**config.mk**
```make
export PLATFORM = sky130hd
export DESIGN_NAME = laplmv_queue
export DESIGN_NICKNAME = d
export VERILOG_FILES = /design/src/rtl/core/laplmv_pkg.sv /design/src/rtl/core/laplmv_queue.sv
export SDC_FILE = /design/constraint.sdc
export NUM_CORES = 1
export LEC_CHECK = 0
export BUFFER_PORTS_ARGS = -buffer_cell sky130_fd_sc_hd__buf_2
export CAP_MARGIN = 30
export CORE_MARGIN = 2
export CORE_UTILIZATION = 40
export DETAILED_ROUTE_END_ITERATION = 6
export PLACE_DENSITY = 0.73
export SLEW_MARGIN = 20
export SYNTH_ARGS = -nofsm -noshare
export SYNTH_HDL_FRONTEND = slang
export SYNTH_SLANG_ARGS = --single-unit
export TNS_END_PERCENT = 10
```
**constraint.sdc**
```tcl
create_clock -name clk -period 27.2 [get_ports clk]
set_clock_uncertainty 0.05 [all_clocks]
set_input_delay 5.44 -clock clk [delete_from_list [all_inputs] [get_ports clk]]
set_output_delay 5.44 -clock clk [all_outputs]
set_load 0.005 [all_outputs]
```
**src/rtl/core/laplmv_pkg.sv**
```systemverilog
`default_nettype none
package laplmv_pkg;

  localparam int COORD_BITS     = 32;
  localparam int FRAC_BITS      = 16;
  localparam int INDEX_BITS     = 20;
  localparam int ITS_BITS       = 31;
  localparam int SUM_BITS       = 64;
  localparam int WEIGHT_BITS    = 48;
  localparam int COUNT_BITS     = 8;
  localparam int MAX_NEIGHBOURS = 255;
  localparam int STATUS_BITS    = 2;
  localparam int QUEUE_DEPTH    = 2;

  localparam int DIFF_BITS  = COORD_BITS + 1;
  localparam int SQ_BITS    = 2 * DIFF_BITS + 2;
  localparam int ROOT_BITS  = SQ_BITS / 2;
  localparam int REM_BITS   = ROOT_BITS + 2;
  localparam int HALF_BITS  = (ROOT_BITS + 1) / 2;
  localparam int PROD_BITS  = DIFF_BITS + ROOT_BITS;
  localparam int PP_BITS    = DIFF_BITS + HALF_BITS;
  localparam int DVD_BITS   = SUM_BITS + FRAC_BITS;
  localparam int DRM_BITS   = WEIGHT_BITS + 1;
  localparam int Q_HALF     = SUM_BITS / 2;
  localparam int PLO_BITS   = Q_HALF + ITS_BITS;
  localparam int PMUL_BITS  = SUM_BITS + ITS_BITS;

  localparam logic [STATUS_BITS-1:0] STATUS_OK   = 2'd0;
  localparam logic [STATUS_BITS-1:0] STATUS_ZERO = 2'd1;
  localparam logic [STATUS_BITS-1:0] STATUS_SAT  = 2'd2;

  localparam logic REG_WEIGHT_MODE   = 1'b0;
  localparam logic REG_INV_TIME_STEP = 1'b1;

  typedef struct packed {
    logic [INDEX_BITS-1:0]        vertex_index;
    logic signed [COORD_BITS-1:0] center_x;
    logic signed [COORD_BITS-1:0] center_y;
    logic signed [COORD_BITS-1:0] center_z;
    logic signed [COORD_BITS-1:0] neighbour_x;
    logic signed [COORD_BITS-1:0] neighbour_y;
    logic signed [COORD_BITS-1:0] neighbour_z;
    logic                         last_neighbour;
  } in_item_t;

  typedef struct packed {
    logic [INDEX_BITS-1:0]        out_vertex_index;
    logic signed [COORD_BITS-1:0] vel_x;
    logic signed [COORD_BITS-1:0] vel_y;
    logic signed [COORD_BITS-1:0] vel_z;
    logic [STATUS_BITS-1:0]       status;
  } out_item_t;

  typedef struct packed {
    logic [INDEX_BITS-1:0]          index;
    logic [2:0][SUM_BITS-1:0]       sum;
    logic [WEIGHT_BITS-1:0]         weight;
    logic [COUNT_BITS-1:0]          count;
    logic                           weighted;
  } run_t;

endpackage
`default_nettype wire

```
**src/rtl/core/laplmv_queue.sv**
```systemverilog
`default_nettype none
module laplmv_queue import laplmv_pkg::*; (
  input  logic clk,
  input  logic rst_n,
  input  logic push,
  input  run_t push_data,
  output logic full,
  input  logic pop,
  output run_t pop_data,
  output logic empty
);

  localparam int PTR_BITS = $clog2(QUEUE_DEPTH);
  localparam int CNT_BITS = $clog2(QUEUE_DEPTH + 1);

  run_t                mem [QUEUE_DEPTH];
  logic [PTR_BITS-1:0] wr_r, rd_r;
  logic [CNT_BITS-1:0] cnt_r;

  assign full     = (cnt_r == CNT_BITS'(QUEUE_DEPTH));
  assign empty    = (cnt_r == '0);
  assign pop_data = mem[rd_r];

  always_ff @(posedge clk) begin
    if (push) begin
      mem[wr_r] <= push_data;
    end
  end

  always_ff @(posedge clk) begin
    if (!rst_n) begin
      wr_r  <= '0;
      rd_r  <= '0;
      cnt_r <= '0;
    end else begin
      if (push) begin
        wr_r <= (wr_r == PTR_BITS'(QUEUE_DEPTH - 1)) ? '0 : wr_r + 1'b1;
      end
      if (pop) begin
        rd_r <= (rd_r == PTR_BITS'(QUEUE_DEPTH - 1)) ? '0 : rd_r + 1'b1;
      end
      if (push && !pop) begin
        cnt_r <= cnt_r + 1'b1;
      end else if (pop && !push) begin
        cnt_r <= cnt_r - 1'b1;
      end
    end
  end

endmodule
`default_nettype wire

```
# == Yosys cells after proc, flatten, opt, wreduce, memory -nomap -nowiden ==
# Memory sizes are Yosys's and may differ from the RTL's. A register that Yosys moved wholly into a read port is not among the register bits.
# Cells that the tools add are included.
# totals
wordCells,23
memories,1
mem_bits_rw,538
register_bits,4
# memory_table
memory,depth,word_bits,read_ports,rd_ports_with_merged_regs,write_ports,line_no,source
mem,2,269,1,1,1,laplmv_queue.sv:16,run_t mem [QUEUE_DEPTH];
# op_classes
reduce_logical,6
n_mux,8
n_addsub,4
eq_ne,1
# op_table
cell,count
two-way mux 1 bit,6
two-way mux 2 bit,2
"adder 1 bit, second input constant",2
"adder 2 x 1 -> 2 bit, second input constant",1
"equality test 2 bit, second input constant",1
logical AND 1 bit,2
zero test 1 bit,2
zero test 2 bit,1
nonzero test 2 bit,1
"subtractor 2 x 1 -> 2 bit, second input constant",1

# == Logic depth before layout (Yosys ltp) ==
# Gate-level depths: netlist of the first run.
# depth
word_depth,4
depth_mapped,5
mapped_depth_nobuf,5

# == Least setup slack after synthesis of the first run ==
# Ideal clock, no wire load.
# synth_timing
path_kind,in2reg
from,input push
to,register wr_r
cell_stages,2
slack_ns,9.115
path_buffers,0
t_arrival_ns,17.922
path_cell_list,nor2b_1 o21a_1
# synth_lines
element,line_no,source
start: declaration,laplmv_queue.sv:5,"input logic push,"
end signal: assignment,laplmv_queue.sv:37,wr_r <= (wr_r == PTR_BITS'(QUEUE_DEPTH - 1)) ? '0 : wr_r + 1'b1;
end: declaration,laplmv_queue.sv:17,"logic [PTR_BITS-1:0] wr_r, rd_r;"

==> results of run 1 <==
layout make-up:
class,instances,area (sq um),area share [%]
sequential,543,16300,63.2
multi-input combinational,285,3900,15.2
timing repair buffer,560,2970,11.5
clock buffer,71,1460,5.66
tap,672,841,3.27
clock inverter,26,279,1.08
antenna,8,20.0,0.0778
inverter,1,3.75,0.0146
sequential cells by signal, summed over array words and instances, names as in the netlist, named ones only:
register	count
rd_r	1
wr_r	1
cnt_r	2
mem	538
through the flow:
stage	area, sq um	setup WS (ns)	power (uW)	utilization [%]	instances
after global routing	25700	17.92	1970	51.2	2162
after CTS	25600	17.72	1920	51.0	2155
after global placement	23800	18.38	1190	47.4	2055
after floorplan	20500	9.11	1120	-	859
final	25700	18.11	1900	51.2	2166
after detailed placement	23900	18.35	1200	47.5	2058
path summary, 6_finish.rpt:
| kind | startpoint | end | slack, ns | cells after the start |
|---|---|---|---|---|
| max | flop | pop_data[119] | 18.11 | 5 |
| min reg2reg | cnt_r[1] | cnt_r[1] | 0.51 | 2 |
| min | cnt_r[1] | cnt_r[1] | 0.51 | 2 |
| max reg2reg | wr_r | mem[0][141] | 23.98 | 5 |
placed cells by master (no fill, tap or decap), drive strengths merged, types with 3 or more instances in the layout:
cell type    n
clkbuf      71
bufinv       6
mux2       269
clkinv      18
diode        8
edfxtp     538
buf        560
dfxtp        5
nor2b        3
and2         4
cell families after synthesis:
family	Yosys count	synth area share (%)
buffers and inverters	31	1.52
DFF	543	79.5
and+or+nand+nor	9	0.263
muxes	269	18.5
adders and majority gates	1	0.0611
xor gates and xnor gates	3	0.128
AOI/OAI and AO/OA	3	0.0979
per-layer routing:
metal	wire [um]	part of all wire [%]	global-route usage (%)
met3	4170	9.5	6.16
met2	22600	51	27.6
met4	785	1.8	4.44
met5	158	0.36	0
met1	16300	37	18.2
critical path, cell delays in order (launching register included):
cell and delay, ns:
dfxtp_4 0.90, buf_4 0.76, buf_4 0.45, buf_16 0.33, mux2_4 0.34, buf_2 0.13
power by group through the flow:
stage	Combinational (uW)	Clock, uW	Sequential, uW
finish	194	723	983
global route	208	772	987
CTS	196	743	984
detailed placement	195	0	1000
global placement	190	0	1000
floorplan	114	0	1010
==> summary.md, run 1 <==
| Metric | Value |
|---|---|
| Syn_area_per_cell | `23.8 sq um` |
| Worst-skew pair later-pin latency | `0.57 ns` |
| Horiz. Die Dim | `230 um` |
| Syn. warnings | `0` |
| Vias in the first global route | `10,500` |
| CP arrival | `3.60 ns` |
| EDFF count, synth | `538` |
| Cells after synthesis | `859` |
| Count leader, synth | `edfxtp_1` |
| I/O Pins | `544` |
| Synth async-reset ratio | `0%` |
| P_leak | `0.0100 uW` |
| NetSw | `394 uW` |
| H-Tree Depth | `2` |
| Maximum VDD drop | `0.0600 mV` |
| Max Clock Freq | `110 MHz` |
| Initial core utilization | `40.7%` |
| Internal Pwr Total | `1510 uW` |
| Worst-path clk slew | `0.05 ns` |
| Pre-antenna DRT Iters | `4` |
| Cell Rows | `82` |
| Clock sink total | `543` |
| Cts hold-fix bufs | `0` |
| Gr usage total | `15.9%` |
| Final min period | `9.09 ns` |
| Initial DRC Count | `534` |
| Core area | `50,300 sq um` |
| Top cells by count, synth | `538 x edfxtp_1, 200 x mux2_4, 69 x mux2_2` |
| Sequential element share of the synthesized area | `79.5%` |
| Gp weighted congestion | `0.911` |
| CTS tree | `done` |
| Cell area power density | `73.9 nW/um^2` |
| CTS Buffer Depth | `3` |
| Combinational Power Share | `10.2%` |
| Final hold slack | `0.507 ns` |
| Via-to-Cell Ratio | `4.71` |
| Final setup viols | `0` |
| P&R area growth vs syn | `25.8%` |
| Area leader, netlist | `edfxtp_1` |
| Slew @ Worst Pin | `0.935 ns` |
| Setup TNS | `0 ns` |
| Outcome | `completed` |
| Flop pwr share | `51.8%` |
| Layout cells sized above 1 | `61.0%` |
| Fillers | `4,054` |
| CP Data Required Time | `21.71 ns` |
| Clock network power share | `38.0%` |
| Crit share post-route | `33.4%` |
| DR DRC count | `0` |
| DR WL/cell | `20.3 um` |
| Syn nets | `1,133` |
| First-pass GRT wire length | `63,100 um` |
| Max FO, Critical Path | `54` |
| Post-synth top area share | `79.0%` |
| Routed wire length | `44,000 um` |
| Largest net degree at the start of global routing | `68` |
| CTS Buf Count | `53` |
| Nature of the critical path endpoint | `primary output` |
| Slew Viols, Final | `0` |
| Worst Hold Class | `flop to flop` |
| Post-synthesis register bit count | `543` |
| Final global-route overflow total | `0` |
| Max_slew headroom | `37.7%` |
| Synth Flop Type | `edfxtp_1` |
| Fin nets | `1,718` |
| I/O Buffers | `543` |
| Initial antenna violation count | `21` |
| Synth area leaders | `edfxtp_1 79%, mux2_4 15%, mux2_2 3.8%` |
| Setup crit start kind | `flop` |
| Critical path class | `flop to primary output` |
| RSZ-0062 raised after global routing | `no` |
| Die Ht | `230 um` |
| Total of max-cap violations | `0` |
| Die area | `53,000 sq um` |
| Synthesized area | `20,500 sq um` |
| Library cells used by synthesis | `17` |
| # resized after CTS | `0` |
| Final hold vios | `0` |
| ANT nets after route | `0` |
| Net Sw Frac | `20.7%` |
| Postcts setup bufs | `0` |
| Post-DP HPWL | `31,000 um` |
| DR vias | `10,200` |
| Clock root buffer | `clkbuf_16` |
(Power assumes the default switching activity.)
==> run 2: changes to the inputs <==
PLACE_DENSITY = 0.76   (was 0.73)
clock period = 8.11 ns   (was 27.2 ns; I/O delays follow)
==> run 2 against run 1 <==
Design area down 0.34%; highest routed layer unchanged; worst setup slack worse by 14 ns; count of clock-buffer cells in the layout down 7; sequential power rose to 3.3 times the previous value; utilization down 0.17 points; critical endpoint is now pop_data[10]; clock power rose to 3.3 times the previous value; combinational power rose to 3.4 times the previous value; cell count down 0.37%; sequential share of layout area up 0.21 points; critical path type unchanged; die area unchanged; non-clock buffer count down 7; worst hold slack worse by 0.029 ns; largest power group unchanged.
==> summary.md, run 2 (synthesis results as in run 1) <==
| Metric | Value |
|---|---|
| ANT nets after route | `0` |
| DR vias | `10,200` |
| Initial antenna violation count | `14` |
| RSZ-0062 raised after global routing | `no` |
| Crit path max-delay family | `buffers and inverters` |
| Worst-skew pair later-pin latency | `0.59 ns` |
| Placement Setup Slack | `4.06 ns` |
| Maximum VDD drop | `0.198 mV` |
| Largest Register | `mem` |
| Worst R2R Start | `wr_r` |
| P_leak | `0.00997 uW` |
| Placed Instance Area | `23,800 sq um` |
| Setup crit start kind | `flop` |
| Die Ht | `230 um` |
| Storage element area | `16,300 sq um` |
| Placed Cells | `2,051` |
| CTS Buffer Depth | `3` |
| Critical path class | `flop to primary output` |
| Commonest non-fill, non-tap cell in the layout | `buf_2` |
| CP arrival | `2.75 ns` |
| Gp weighted congestion | `0.821` |
| Leading cell types in the layout, fill and taps excluded | `543 x buf_2, 538 x edfxtp_1, 200 x mux2_4, 69 x mux2_2, 57 x clkbuf_16` |
| Worst-path clk slew | `0.06 ns` |
| Final instance area | `25,600 sq um` |
| Min setup slack post-route | `3.69 ns` |
| Max FO, Critical Path | `114` |
| Nature of the critical path endpoint | `primary output` |
| Max reg flops | `538` |
| Gr usage total | `15.8%` |
| Largest registers | `mem: 538 flops, cnt_r: 2 flops` |
| Via-to-Cell Ratio | `4.72` |
| Cell area power density | `247 nW/um^2` |
| Min-delay src | `cnt_r[1]` |
| Final min period | `4.42 ns` |
| Routed wire length | `43,400 um` |
| DR WL/cell | `20.1 um` |
| Postcts setup bufs | `0` |
| CTS tree | `done` |
| Largest net degree at the start of global routing | `149` |
| First-pass GRT wire length | `63,100 um` |
| Slew Viols, Final | `0` |
| Multi-input gate area | `3900 sq um` |
| Total of max-cap violations | `0` |
| Core area | `50,300 sq um` |
| Post-DP HPWL | `29,800 um` |
| # resized after CTS | `0` |
| Crit share post-route | `54.6%` |
| Vias in the first global route | `10,600` |
| Slowest cell on crit path | `dfxtp_4` |
| Fillers | `4,037` |
| Slew @ Worst Pin | `1.01 ns` |
| Horiz. Die Dim | `230 um` |
| Outcome | `completed` |
| Pre-antenna DRT Iters | `4` |
| Crit path cell chain | `buf_16 > buf_12 > mux2_2 > buf_2` |
| CTS Buf Count | `56` |
| Final global-route overflow total | `0` |
| P&R area growth vs syn | `25.3%` |
| Fin nets | `1,714` |
| Buf+Inv Stages, Crit Path | `3` |
| Clock sink total | `543` |
| Post-route non-filler standard cell count | `2,158` |
| I/O Pins | `544` |
| Final setup viols | `0` |
| Clock root buffer | `clkbuf_16` |
| Layout cells sized above 1 | `61.1%` |
| Initial DRC Count | `535` |
| Cts hold-fix bufs | `0` |
| Max Clock Freq | `226 MHz` |
| Initial core utilization | `40.7%` |
| Die area | `53,000 sq um` |
| Worst Hold Class | `flop to flop` |
| Final hold vios | `0` |
| CP Data Required Time | `6.44 ns` |
| CP max stage delay | `0.55 ns` |
| I/O Buffers | `543` |
| Cell Rows | `82` |
| H-Tree Depth | `2` |
| Max_slew headroom | `32.8%` |
| DR DRC count | `0` |
[run 2: final timing paths]
kind / end / slack (ns) / depth (start not counted)
hold reg to reg: cnt_r[1] / 0.48 / 2
hold / removal: cnt_r[1] / 0.48 / 2
setup reg to reg: mem[1][108] / 5.70 / 2
setup / recovery: pop_data[10] / 3.69 / 4
[run 2: layer usage]
layer | vias up | track usage, % | part of all wire (%)
met2 | 449 | 27.2 | 51
met3 | 91 | 6.27 | 10
met4 | 18 | 5.52 | 2.5
li1 | 4620 | - | -
met5 | - | 0 | 0.29
met1 | 5017 | 17.8 | 36
[run 2: power breakdown]
group	internal (uW)	switching (uW)	leakage (uW)
Combinational	355	303	0.00404
Clock	1380	1020	0.000844
Sequential	3250	39.5	0.00509
[run 2: layout make-up]
| type | count | area share (%) |
|---|---|---|
| Clock inverter | 34 | 1.03 |
| Antenna cell | 6 | 0.0586 |
| Timing Repair Buffer | 553 | 11.3 |
| Tap cell | 672 | 3.28 |
| Clock buffer | 64 | 5.67 |
| Inverter | 1 | 0.0146 |
| Sequential cell | 543 | 63.4 |
| Multi-Input combinational cell | 285 | 15.2 |
[run 2: per-stage QoR]
| stage | total power [uW] | hold slack (ns) | utilization (%) | setup TNS, ns |
|---|---|---|---|---|
| 2_1_floorplan | 3740 | 0.423 | - | -70.24 |
| 5_1_grt | 6580 | 0.531 | 51.0 | 0 |
| 3_3_place_gp | 3990 | 0.441 | 47.4 | 0 |
| 4_1_cts | 6420 | 0.479 | 50.8 | 0 |
| 6_report | 6340 | 0.478 | 51.0 | 0 |
| 3_5_place_dp | 4010 | 0.470 | 47.4 | 0 |
[run 2: worst register-to-register path, stage by stage, from the launching register on]
cell	delay, ns
dfxtp_1	0.39
and2_4	0.68
buf_12	0.58
==> run 3: changes to the inputs <==
ABC_AREA = 1   (was default)
clock period = 3.9 ns   (was 8.11 ns; I/O delays follow)
==> run 3 against run 2 <==
Sequential share of layout area is 0.28 points lower; worst setup slack worse by 2.9 ns; synthesized area hardly changed; register-to-register slack worse by 3.7 ns; clock power is 110% higher; global-route usage is 0.56 points lower; critical path depth is 1 lower; flip-flop and latch count stayed put; worst hold slack worse by 0.15 ns; highest routed layer unchanged.
==> summary.md, run 3 <==
| Metric | Value |
|---|---|
| Gr usage total | `15.3%` |
| Max reg flops | `538` |
| DR WL/cell | `19.2 um` |
| Synthesized area | `20,500 sq um` |
| Met1 GRT Util | `16.7%` |
| Hold path depth | `1` |
| Synth area leaders | `edfxtp_1 79%, mux2_4 15%, mux2_2 3.8%` |
| First-pass GRT wire length | `62,100 um` |
| Count leader, synth | `edfxtp_1` |
| CTS Buffer Depth | `3` |
| CTS tree | `done` |
| Syn nets | `1,146` |
| Cts hold-fix bufs | `0` |
| Core area | `50,400 sq um` |
| Max_slew headroom | `47.2%` |
| Internal Pwr Total | `10,300 uW` |
| Worst Hold Class | `primary input to flop` |
| Outcome | `completed` |
| Placement Setup Slack | `1.30 ns` |
| Sequential element share of the synthesized area | `79.4%` |
| Final instance area | `25,800 sq um` |
| Met3 usage in global routing | `5.36%` |
| Min setup slack post-route | `0.775 ns` |
| Layout cells sized above 1 | `60.7%` |
| # resized after CTS | `0` |
| Leading cell types in the layout, fill and taps excluded | `543 x buf_2, 538 x edfxtp_1, 200 x mux2_4, 69 x mux2_2, 57 x clkbuf_16` |
| Final hold vios | `0` |
| CP arrival | `2.29 ns` |
| Total of max-cap violations | `0` |
| Nature of the critical path endpoint | `primary output` |
| Flop pwr share | `52.6%` |
| Synth Flop Type | `edfxtp_1` |
| Min-delay src | `push_data[263]` |
| Max FO, Critical Path | `27` |
| Pre-antenna DRT Iters | `4` |
| Library cells used by synthesis | `14` |
| Placed Instance Area | `24,000 sq um` |
| Worst hold endpoint | `mem[0][263]` |
| Crit share post-route | `80.1%` |
| Routed wire length | `42,000 um` |
| I/O Buffers | `543` |
| Largest net degree at the start of global routing | `126` |
| Die Ht | `230 um` |
| Horiz. Die Dim | `230 um` |
| Synth async-reset ratio | `0%` |
| Reg2reg end | `mem[1][112]` |
| P_leak | `0.0101 uW` |
| Worst-skew pair later-pin latency | `0.57 ns` |
| Cell Rows | `82` |
| Slew Viols, Final | `0` |
| H-Tree Depth | `2` |
| Final global-route overflow total | `0` |
| Final min period | `3.12 ns` |
| Reg2Reg Depth | `3` |
| DR vias | `10,200` |
| DR DRC count | `0` |
| Reg2reg setup slack | `1.97 ns` |
| CTS Buf Count | `55` |
| Initial antenna violation count | `10` |
| Largest registers | `mem: 538 flops, cnt_r: 2 flops` |
| Initial core utilization | `40.6%` |
| Clock root buffer | `clkbuf_16` |
| Final setup viols | `0` |
| Post-synth top area share | `78.9%` |
| Area leader, netlist | `edfxtp_1` |
| Max Clock Freq | `320 MHz` |
| Postcts setup bufs | `0` |
| Commonest non-fill, non-tap cell in the layout | `buf_2` |
| Routing usage on met2 | `27.2%` |
| Combinational Power Share | `9.4%` |
| Slew @ Worst Pin | `0.792 ns` |
| RSZ-0062 raised after global routing | `no` |
| Syn. warnings | `0` |
| Final hold slack | `0.331 ns` |
| ANT nets after route | `0` |
| Largest Register | `mem` |
| Fin nets | `1,739` |
| Die area | `53,000 sq um` |
| Clock sink total | `543` |
| EDFF count, synth | `538` |
| Via-to-Cell Ratio | `4.68` |
| CP Data Required Time | `3.07 ns` |
| Net Sw Frac | `21.0%` |
| Initial DRC Count | `466` |
| Maximum VDD drop | `0.410 mV` |
| GRT busiest layer | `met2` |
| NetSw | `2740 uW` |
| Worst-path clk slew | `0.06 ns` |
| Critical path class | `flop to primary output` |
| Gp weighted congestion | `0.804` |
| I/O Pins | `544` |
| Vias in the first global route | `10,900` |
| Cell area power density | `505 nW/um^2` |
| Post-DP HPWL | `29,400 um` |
| P&R area growth vs syn | `25.8%` |
| Syn_area_per_cell | `23.5 sq um` |
| Setup crit start kind | `flop` |
| Clock network power share | `37.9%` |
| Post-synthesis register bit count | `543` |
| Worst R2R Start | `wr_r` |
| Cells after synthesis | `872` |
| Top cells by count, synth | `538 x edfxtp_1, 200 x mux2_4, 69 x mux2_2` |
==> run 3: cell types whose count changed in the layout (fill, tap and decap cells not counted), moves of 4 or more <==
cell | previous run | this run
inv_1 | 1 | 6
clkbuf_1 | 7 | 13
nor2_1 | 1 | 8
nand2_1 | 0 | 7
buf_4 | 3 | 15
buf_12 | 4 | 8
==> run 3: worst max path at each step <==
stage	from	end	depth (start not counted)
after global placement	flop	pop_data[241]	3
after detailed placement	flop	pop_data[245]	3
after CTS	flop	pop_data[31]	3
after global routing	flop	pop_data[245]	3
after floorplan	push	mem[1][0]	2
final	flop	pop_data[31]	3
==> run 3: worst max-delay path, stage by stage, from the launching register on <==
cell,delay [ns]
dfxtp_4,0.68
buf_4,0.49
mux2_2,0.41
buf_2,0.13
==> run 3: power by group through the flow <==
stage	Combinational, uW	Clock (uW)	Sequential [uW]
after CTS	1250	5070	6860
after global placement	1210	0	6960
after global routing	1320	5270	6880
after floorplan	686	0	6980
final	1230	4940	6850
after detailed placement	1240	0	6980
==> run 3: cells by family after synthesis <==
family | share of synthesized area, %
DFF | 79.4
adders and majority gates | 0.0611
muxes | 18.5
and+or+nand+nor | 0.367
buffers and inverters | 1.64
AOI/OAI and AO/OA | 0.0489
==> run 3: final cells by class <==
class | instances | area (sq um)
Tap cell | 672 | 841
Clock buffer | 70 | 1480
Clock inverter | 30 | 224
Multi-Input combinational cell | 291 | 3900
Timing Repair Buffer | 566 | 2990
Antenna cell | 7 | 17.5
Sequential cell | 543 | 16300
Fill cell | 4048 | 24600
Inverter | 8 | 46.3
==> run 3: stage by stage <==
step           total power, uW  setup TNS [ns]  utilization [%]  cells
2_1_floorplan             7670         -732.98                -    872
3_3_place_gp              8170               0             47.7   2080
3_5_place_dp              8220               0             47.7   2080
4_1_cts                  13200               0             51.1   2180
5_1_grt                  13500               0             51.1   2185
6_report                 13000               0             51.1   2187
==> run 3: layer usage <==
metal	wire [um]	vias up	part of all wire [%]
met5	60	-	0.14
met4	1110	8	2.6
met3	3640	84	8.7
met2	22000	412	52
met1	15200	5083	36
li1	-	4658	-
